===== config.mk =====
export PLATFORM = sky130hd
export DESIGN_NAME = ising_queue
export DESIGN_NICKNAME = d
export VERILOG_FILES = /design/src/design/ising_pkg.sv /design/src/design/ising_queue.sv
export SDC_FILE = /design/constraint.sdc
export NUM_CORES = 1
export LEC_CHECK = 0
export BUFFER_PORTS_ARGS = -buffer_cell sky130_fd_sc_hd__buf_2
export CELL_PAD_IN_SITES_DETAIL_PLACEMENT = 1
export CELL_PAD_IN_SITES_GLOBAL_PLACEMENT = 1
export CORE_MARGIN = 2
export CORE_UTILIZATION = 47
export CTS_BUF_LIST = sky130_fd_sc_hd__clkbuf_4 sky130_fd_sc_hd__clkbuf_8 sky130_fd_sc_hd__clkbuf_16
export DETAILED_ROUTE_END_ITERATION = 10
export PLACE_DENSITY_LB_ADDON = 0.1
export SYNTH_ARGS = -nofsm -noshare
export SYNTH_HDL_FRONTEND = slang
export SYNTH_SLANG_ARGS = --single-unit

===== constraint.sdc =====
create_clock -name clock -period 6.2 [get_ports clock]
set_clock_uncertainty 0.05 [all_clocks]
set_input_delay 0.62 -clock clock [delete_from_list [all_inputs] [get_ports clock]]
set_output_delay 0.62 -clock clock [all_outputs]
set_load 0.05 [all_outputs]

===== src/design/ising_pkg.sv =====
// Shared constants, types and codes for the Ising site update unit.
package ising_pkg;

   localparam int SIDE         = 64;
   localparam int SITES        = SIDE * SIDE;
   localparam int SIDE_W       = $clog2(SIDE);
   localparam int SITE_W       = 12;
   localparam int RND_W        = 16;
   localparam int PROB_W       = 16;
   localparam int STEP_W       = 5;
   localparam int MAG_W        = 15;
   localparam int EN_W         = 16;
   localparam int MAG_LIMIT    = 8192;
   localparam int ENERGY_LIMIT = 16384;
   localparam int CSR_ADDR_W   = 4;
   localparam int CSR_DATA_W   = 16;
   localparam int QUEUE_DEPTH  = 2;
   localparam int QPTR_W       = $clog2(QUEUE_DEPTH);
   localparam int QCNT_W       = $clog2(QUEUE_DEPTH + 1);

   localparam logic [CSR_ADDR_W-1:0] CSR_ACCEPT_FOUR  = CSR_ADDR_W'(0);
   localparam logic [CSR_ADDR_W-1:0] CSR_ACCEPT_EIGHT = CSR_ADDR_W'(1);

   typedef enum logic [1:0] {
      CMD_LOAD  = 2'd0,
      CMD_TRIAL = 2'd1,
      CMD_CLEAR = 2'd2,
      CMD_NONE  = 2'd3
   } cmd_type;

   typedef enum logic [1:0] {
      BK_CLEAR,
      BK_IDLE,
      BK_EXEC
   } back_state_type;

   typedef struct packed {
      cmd_type           cmd;
      logic              in_range;
      logic [SIDE_W-1:0] row;
      logic [SIDE_W-1:0] row_up;
      logic [SIDE_W-1:0] row_down;
      logic [SIDE_W-1:0] col;
      logic [SIDE_W-1:0] col_left;
      logic [SIDE_W-1:0] col_right;
      logic              spin_value;
      logic [RND_W-1:0]  rnd;
   } task_type;

   typedef struct packed {
      logic queue_full;
      logic clearing;
   } front_gate_type;

endpackage


===== src/design/ising_queue.sv =====
// Short FIFO of decoded tasks between front end and back end.
module ising_queue
   import ising_pkg::*;
(
   input  logic     clock,
   input  logic     reset,
   input  logic     push,
   input  task_type push_task,
   input  logic     pop,
   output task_type head,
   output logic     full,
   output logic     empty
);

   task_type           slot_ff [QUEUE_DEPTH];
   logic [QPTR_W-1:0]  wr_ptr_ff, wr_ptr_in;
   logic [QPTR_W-1:0]  rd_ptr_ff, rd_ptr_in;
   logic [QCNT_W-1:0]  count_ff, count_in;

   always_comb begin
      wr_ptr_in = wr_ptr_ff;
      rd_ptr_in = rd_ptr_ff;
      if (push) begin
         wr_ptr_in = (wr_ptr_ff == QPTR_W'(QUEUE_DEPTH - 1)) ? '0 : wr_ptr_ff + 1'b1;
      end
      if (pop) begin
         rd_ptr_in = (rd_ptr_ff == QPTR_W'(QUEUE_DEPTH - 1)) ? '0 : rd_ptr_ff + 1'b1;
      end
      unique case ({push, pop})
         2'b10:   count_in = count_ff + QCNT_W'(1);
         2'b01:   count_in = count_ff - QCNT_W'(1);
         default: count_in = count_ff;
      endcase
   end

   always_ff @(posedge clock) begin
      if (reset) begin
         wr_ptr_ff <= '0;
         rd_ptr_ff <= '0;
         count_ff  <= '0;
      end else begin
         wr_ptr_ff <= wr_ptr_in;
         rd_ptr_ff <= rd_ptr_in;
         count_ff  <= count_in;
      end
   end

   always_ff @(posedge clock) begin
      if (push) begin
         slot_ff[wr_ptr_ff] <= push_task;
      end
   end

   assign head  = slot_ff[rd_ptr_ff];
   assign full  = (count_ff == QCNT_W'(QUEUE_DEPTH));
   assign empty = (count_ff == '0);

endmodule


==> reports/results.ini <==
[routing]
wl_met2_um=4630
vias=2233
top_layer=met4
wl_met3_um=439
wl_met1_um=3540
wl_per_cell_um=19.3
viasPerCell=4.97
drt-initial-drc-count=101
drc=0
ant_nets=0
firstDrtPassIters=4
postRouteWirelength_um=8660

[yosys]
yosysTopAreaCellShare=0.793
synth_fa_ha_area_frac=0.00295
postSynthAreaPerCell_um2=21.6
synth_nets=257
synth_top_family_by_area=multiplexers
yosysSeqAreaShare=0.817
synth-compound-area-share=0.00236
synth-simple-area-share=0.0103
synthDistinctLibCells=15
ys_seq_elements=117
muxShareOfSynthArea=0.149
yosys_warnings=0
synth.area.top_cells=edfxtp_1, mux2_2, dfxtp_1
syn_inst=196
syn_area_um2=4240
yosys.area.top_type=edfxtp_1
synth-xor-area-share=0.00826

[floorplan]
fp.dieArea_um2=9800
die_x_um=99.0
die_y_um=99.0
core_um2=8720
fp-row-count=34
num_io_pins=118
start_util=0.486

[clock_network]
cts_tree=built
cts_setup_buffers=0
numCtsBuffers=17
cts_repair_resize_count=0
cts_root_buf=clkbuf_8
cts-htree-levels=4
cts.sinks=117
holdBufCountCts=0
cts_buffer_depth=2
cts.clk_slew.worst_paths_ps=60
clock_latency_ps=500

[place]
dp_hpwl_um=5390
place_area_um2=4950
io_buffers=117
pre_cts_ws_ps=3730
place.gp.congestion=0.724

[timing]
drv_slew=0
setup_viol=0
maxSlewHeadroom=0.456
rsz0062_at_grt=no
fin_crit_sh=0.479
fmax_mhz=337
hold_violations=0
setup_tns_ps=0
final.min_clock_period_ps=2970
finalWorstSetupSlack_ps=3230
worst_pin_slew_ps=814

[setup_path]
crit_type=reg -> out
cp.required_ps=5530
path_max_fanout=39
r2r_cells=2
cp-end-kind=primary output
worstSetupStartpointType=flip-flop
arrival_ps=2300

[final_layout]
antennaDiodeCount=0
nets=390
final_util=0.631
seq_area_um2=3460
final_area_um2=5510
final_layout_size_suffix_gt1_frac=0.616
area_delta_synth_final_pct=29.9
multiInputGateArea_um2=741
fillCellCount=801

[power]
p_leak_uw=0.00209
power_uw=2150
p_per_area_nw_per_um2=391
vdd_ir_drop_max_uv=203

[flow_run]
cap_viol_max_count=0

[grt]
grt_pass1_wl_um=13300
grt_max_degree=57
overflow=0
first_global_vias=2524
grt_antenna_before_repair=0
grt.total_usage=0.186

[status]
status=complete, no violations

[worst_hold_path]
min_path_cells=1
min_path_type=in -> reg

-- state kept, by name, indices dropped and copies added, names as in the netlist, named ones only --
register   cells
slot_ff      112
rd_ptr_ff      1
count_ff       2
wr_ptr_ff      1
-- path summary, 6_finish.rpt --
kind / start / to / slack, ps
setup / recovery: flip-flop / head[48] / 3230
hold / removal: push_task[17] / slot_ff[0][17] / 260
setup reg to reg: wr_ptr_ff / slot_ff[0][32] / 4260
hold reg to reg: count_ff[1] / count_ff[1] / 480
-- report_power, final --
| part | internal [µW] | leakage (µW) | total [µW] | switching, µW |
|---|---|---|---|---|
| Combinational | 88.6 | 0.000734 | 316 | 228 |
| Clock | 564 | 0.000259 | 897 | 333 |
| Sequential | 923 | 0.00109 | 941 | 18.4 |
-- layout make-up --
type,instances,share of cell area
Sequential cell,117,0.629
Multi-Input combinational cell,72,0.135
Timing Repair Buffer,120,0.110
Clock buffer,17,0.0752
Clock inverter,14,0.0252
Tap cell,108,0.0245
Inverter,1,0.000682
-- cells in the final DEF, fill, tap and decap left out, types with 2 or more instances in the layout --
master / n
buf_2: 117
edfxtp_1: 112
mux2_2: 56
clkbuf_16: 16
nor2_1: 5
clkinvlp_4: 5
clkinv_2: 4
dfxtp_1: 4
xnor2_1: 3
buf_4: 3
bufinv_16: 2
clkinv_4: 2
-- metrics by stage --
step           instances  hold slack, ps
2_1_floorplan        196             411
3_3_place_gp         418             446
3_5_place_dp         418             463
4_1_cts              449             227
5_1_grt              449             219
6_report             449             256
-- metal layers --
metal  vias to the layer above  GRT usage
met5                         -          0
met4                         0     0.0601
met3                         4     0.0723
met2                        70      0.318
met1                      1124      0.217
li1                       1035          -
-- critical path, stage by stage, from the launching register on --
cell     delay (ps)
dfxtp_2         600
buf_4           520
mux2_2          420
buf_2           220
-- cell families (layout without fill, tap and decap cells) --
group,count (synthesis),after routing
flops,117,117
compound gates,2,2
simple gates,9,9
buf+inv,7,152
mux,56,56
xor+xnor,4,4
fa+ha+maj,1,1
-- cell usage after synthesis, drive strengths merged --
cell type / n
edfxtp: 112
mux2: 56
buf: 6
nor2: 6
dfxtp: 5
xnor2: 3
a21oi: 1
and2: 1
and2b: 1
ha: 1
inv: 1
o21ai: 1
or3: 1
xor2: 1
Power figures use the tool's default switching activity.
