==> src/design/ising_pkg.sv <==
// Shared constants, types and codes for the Ising site update unit.
package ising_pkg;

   localparam int SIDE         = 64;
   localparam int SITES        = SIDE * SIDE;
   localparam int SIDE_W       = $clog2(SIDE);
   localparam int SITE_W       = 12;
   localparam int RND_W        = 16;
   localparam int PROB_W       = 16;
   localparam int STEP_W       = 5;
   localparam int MAG_W        = 15;
   localparam int EN_W         = 16;
   localparam int MAG_LIMIT    = 8192;
   localparam int ENERGY_LIMIT = 16384;
   localparam int CSR_ADDR_W   = 4;
   localparam int CSR_DATA_W   = 16;
   localparam int QUEUE_DEPTH  = 2;
   localparam int QPTR_W       = $clog2(QUEUE_DEPTH);
   localparam int QCNT_W       = $clog2(QUEUE_DEPTH + 1);

   localparam logic [CSR_ADDR_W-1:0] CSR_ACCEPT_FOUR  = CSR_ADDR_W'(0);
   localparam logic [CSR_ADDR_W-1:0] CSR_ACCEPT_EIGHT = CSR_ADDR_W'(1);

   typedef enum logic [1:0] {
      CMD_LOAD  = 2'd0,
      CMD_TRIAL = 2'd1,
      CMD_CLEAR = 2'd2,
      CMD_NONE  = 2'd3
   } cmd_type;

   typedef enum logic [1:0] {
      BK_CLEAR,
      BK_IDLE,
      BK_EXEC
   } back_state_type;

   typedef struct packed {
      cmd_type           cmd;
      logic              in_range;
      logic [SIDE_W-1:0] row;
      logic [SIDE_W-1:0] row_up;
      logic [SIDE_W-1:0] row_down;
      logic [SIDE_W-1:0] col;
      logic [SIDE_W-1:0] col_left;
      logic [SIDE_W-1:0] col_right;
      logic              spin_value;
      logic [RND_W-1:0]  rnd;
   } task_type;

   typedef struct packed {
      logic queue_full;
      logic clearing;
   } front_gate_type;

endpackage

==> src/design/ising_if.sv <==
// Channel interfaces: trial requests, results and register writes.
interface ising_req_if;
   import ising_pkg::*;
   logic                valid;
   logic                ready;
   logic [1:0]          cmd;
   logic [SITE_W-1:0]   site;
   logic                spin_value;
   logic [RND_W-1:0]    random_fraction;

   modport source (output valid, cmd, site, spin_value, random_fraction, input ready);
   modport sink   (input valid, cmd, site, spin_value, random_fraction, output ready);
endinterface


==> src/design/ising_front.sv <==
// Front end: accepts request beats and decodes site into row, column and neighbors.
module ising_front
   import ising_pkg::*;
(
   ising_req_if.sink      req_ch,
   input  front_gate_type gate,
   output logic           push,
   output task_type       push_task
);

   logic [SIDE_W-1:0] row;
   logic [SIDE_W-1:0] col;

   always_comb begin
      req_ch.ready = !gate.queue_full && !gate.clearing;
      push         = req_ch.valid && req_ch.ready;

      row = SIDE_W'(req_ch.site / SIDE);
      col = SIDE_W'(req_ch.site % SIDE);

      push_task.cmd        = cmd_type'(req_ch.cmd);
      push_task.in_range   = 32'(req_ch.site) < SITES;
      push_task.row        = row;
      push_task.col        = col;
      push_task.row_up     = (row == '0) ? SIDE_W'(SIDE - 1) : row - 1'b1;
      push_task.row_down   = (row == SIDE_W'(SIDE - 1)) ? '0 : row + 1'b1;
      push_task.col_left   = (col == '0) ? SIDE_W'(SIDE - 1) : col - 1'b1;
      push_task.col_right  = (col == SIDE_W'(SIDE - 1)) ? '0 : col + 1'b1;
      push_task.spin_value = req_ch.spin_value;
      push_task.rnd        = req_ch.random_fraction;
   end

endmodule

==> src/flat_wrapper.sv <==
// flat-port wrapper written by rule: the top's interface ports become plain ports
module ising_front_flat import ising_pkg::*;
  (gate, push, push_task, req_ch_valid, req_ch_cmd, req_ch_site, req_ch_spin_value, req_ch_random_fraction, req_ch_ready);
  ising_req_if req_ch_i ();
  input  front_gate_type gate;
  output logic push;
  output task_type push_task;
  input wire logic [$bits(req_ch_i.valid)-1:0] req_ch_valid;
  input wire logic [$bits(req_ch_i.cmd)-1:0] req_ch_cmd;
  input wire logic [$bits(req_ch_i.site)-1:0] req_ch_site;
  input wire logic [$bits(req_ch_i.spin_value)-1:0] req_ch_spin_value;
  input wire logic [$bits(req_ch_i.random_fraction)-1:0] req_ch_random_fraction;
  output wire logic [$bits(req_ch_i.ready)-1:0] req_ch_ready;
  assign req_ch_i.valid = req_ch_valid;
  assign req_ch_i.cmd = req_ch_cmd;
  assign req_ch_i.site = req_ch_site;
  assign req_ch_i.spin_value = req_ch_spin_value;
  assign req_ch_i.random_fraction = req_ch_random_fraction;
  assign req_ch_ready = req_ch_i.ready;
  ising_front u_core (.req_ch(req_ch_i), .gate(gate), .push(push), .push_task(push_task));
endmodule
==> config.mk <==
export PLATFORM = sky130hd
export DESIGN_NAME = ising_front_flat
export DESIGN_NICKNAME = d
export VERILOG_FILES = /design/src/design/ising_pkg.sv /design/src/design/ising_if.sv /design/src/design/ising_front.sv /design/src/flat_wrapper.sv
export SDC_FILE = /design/constraint.sdc
export NUM_CORES = 1
export LEC_CHECK = 0
export BUFFER_PORTS_ARGS = -buffer_cell sky130_fd_sc_hd__buf_2
export CORE_MARGIN = 1
export CORE_UTILIZATION = 34
export DETAILED_ROUTE_END_ITERATION = 10
export PLACE_DENSITY = 0.82
export SYNTH_ARGS = -nofsm -noshare
export SYNTH_HDL_FRONTEND = slang
export SYNTH_SLANG_ARGS = --single-unit
==> constraint.sdc <==
create_clock -name vclk -period 2.15
set_clock_uncertainty 0.15 [all_clocks]
set_input_delay 0.43 -clock vclk [all_inputs]
set_output_delay 0.43 -clock vclk [all_outputs]
set_load 0.02 [all_outputs]
==> qor.txt <==
Setup Slack @ Placement = 0.002815 ns
Seq cells = 0
Most used cell, CP = buf_6
Initial antenna violation count = 0
Core footprint = 2002 um2
Avg WL per Cell = 11.15 um
Largest cells by area after synthesis = buf_4 32%, ha_1 10%, xnor2_1 5.9%
Crit path buf inv count = 2
Endpoints failing setup = 0
LEAKAGE = 0.4929 nW
Setup ws final = 0.04215 ns
Final period util = 98.04%
Initial Util = 37.06%
Crit Path Max Fanout = 2
Synth warnings = 0
Design Area, Final = 922.1 um2
DR vias/cell = 4.804
Peak Freq = 0.4744 GHz
Cells after Synth = 113
Final Max Tran Viols = 0
Outcome = finished clean
Hold crit path type = in2out
Via count of the first global-routing pass = 694
Sequential-to-total area share from yosys stat = 0%
CP delay by family, top = simple AND/OR/NAND/NOR gates
GRT Util Overall = 14.38%
Total placed instance area = 875.8 um2
Hold slack = 0.7100 ns
PwrDens = 263.4 nW/um2
Nets = 183
Total Wirelength = 1.874 mm
Worst setup SP type = input port
Yosys cell types = 29
DR vias = 807
DRC violations left = 0
Synth cell count leaders = 32 x buf_4, 9 x inv_1, 9 x nor2_1
Post-DRT Antenna Nets = 0
Ant. Diodes = 0
HPWL Detailed = 1.468 mm
Reg area = 0 um2
Crit-path max cell delay = 0.42 ns
Placed instance count = 168
Crit. End Element = output pin
Syn_nets = 153
# port buffers = 53
Area leader, netlist = buf_4
Final core utilization = 46.06%
Hold Vio Cnt, Final = 0
Layout cells sized above 1 = 53.19%
Most numerous cell in the Yosys netlist = buf_4
Clkbuf count = 0
GP Congestion = 0.7837
Mapped cell area = 742.0 um2
Largest net degree at the start of global routing = 11
Row count = 16
Iter 0 DRT Violations = 7
Die area = 2373 um2
Die width = 48.72 um
TritonRoute pass-1 iters = 4
VDD IR max = 0.1272 mV
Die H = 48.72 um
GRT overflow = 0
Crit path cell chain = buf_6 > or3_4 > or4_4 > nand3_2 > buf_6
Area growth from synthesis to layout = 24.28%
Worst path required time = 1.57 ns
Final worst path period need = 2.108 ns
Setup Crit Path Kind = in2out
Worst EP arrival = 1.53 ns
Post-CTS Hold Fix Bufs = 0
Max Cap Violations = 0
Finished Layout Cells = 168
Critical-path cell with the highest stage delay = or4_4
Post-synth top area share = 32.38%
Synth Area per Inst = 6.566 um2
First-pass GRT wire length = 2.918 mm
Top Ports = 92
==> worst paths after layout <==
path	start	end	depth (start not counted)
setup / recovery	req_ch_site[8]	push_task[46]	5
hold / removal	req_ch_random_fraction[0]	push_task[0]	0
==> layer usage <==
| layer | track usage [%] | share of wire, % | vias up | wire, um |
|---|---|---|---|---|
| met5 | 0 | 0 | - | 0 |
| met4 | 1.961 | 0.91 | 0 | 17 |
| met3 | 2.830 | 9.8 | 6 | 184 |
| met2 | 29.40 | 50 | 54 | 941 |
| met1 | 14.98 | 39 | 346 | 730 |
| li1 | - | - | 401 | - |
==> cells by family (layout without fill, tap and decap cells) <==
logic type / after synthesis / count (layout) / share of synthesized area (%)
AOI/OAI and AO/OA: 19 / 19 / 17.03
other: 1 / 1 / 0.5054
and+or+nand+nor: 33 / 33 / 22.26
adders and majority gates: 6 / 6 / 10.12
buffers and inverters: 46 / 74 / 40.64
xor gates and xnor gates: 8 / 8 / 9.444
==> where the power goes <==
group	internal [mW]	switching [mW]
combinational	0.0928	0.150
sequential	0	0
clock	0	0
==> per-stage QoR <==
step	setup TNS (ns)	total power, mW
2_1_floorplan	-0.002440	0.2100
3_3_place_gp	0	0.2311
3_5_place_dp	0	0.2340
4_1_cts	0	0.2353
5_1_grt	-0.002456	0.2612
6_report	0	0.2429
==> layout make-up <==
class              instances  area (um2)
fillers                  223        1080
inverters                  9       33.78
multi-input cells         67       484.2
well taps                 27       33.78
repair buffers            65       370.4
==> what timing repair did <==
| action | CTS | global route |
|---|---|---|
| endpoints found under the setup margin | 0 | 5 |
| buffers inserted | 0 | 0 |
| resized for setup | 0 | 13 |
==> cell usage in the layout (no fill, tap or decap), types with 2 or more instances in the layout <==
cell	netlist	routed
nor3b_2	0	2
nand3_1	6	5
xor2_1	3	3
nand2_1	8	8
buf_2	1	50
o41ai_1	3	2
xnor2_1	5	5
o31ai_2	0	3
inv_1	9	9
o21ai_1	1	2
buf_4	32	13
nor2_1	9	9
o21ai_0	3	2
a21oi_1	5	5
buf_6	1	2
nor4_1	2	2
ha_1	6	5
No activity file was read; power rests on OpenSTA's default activity.
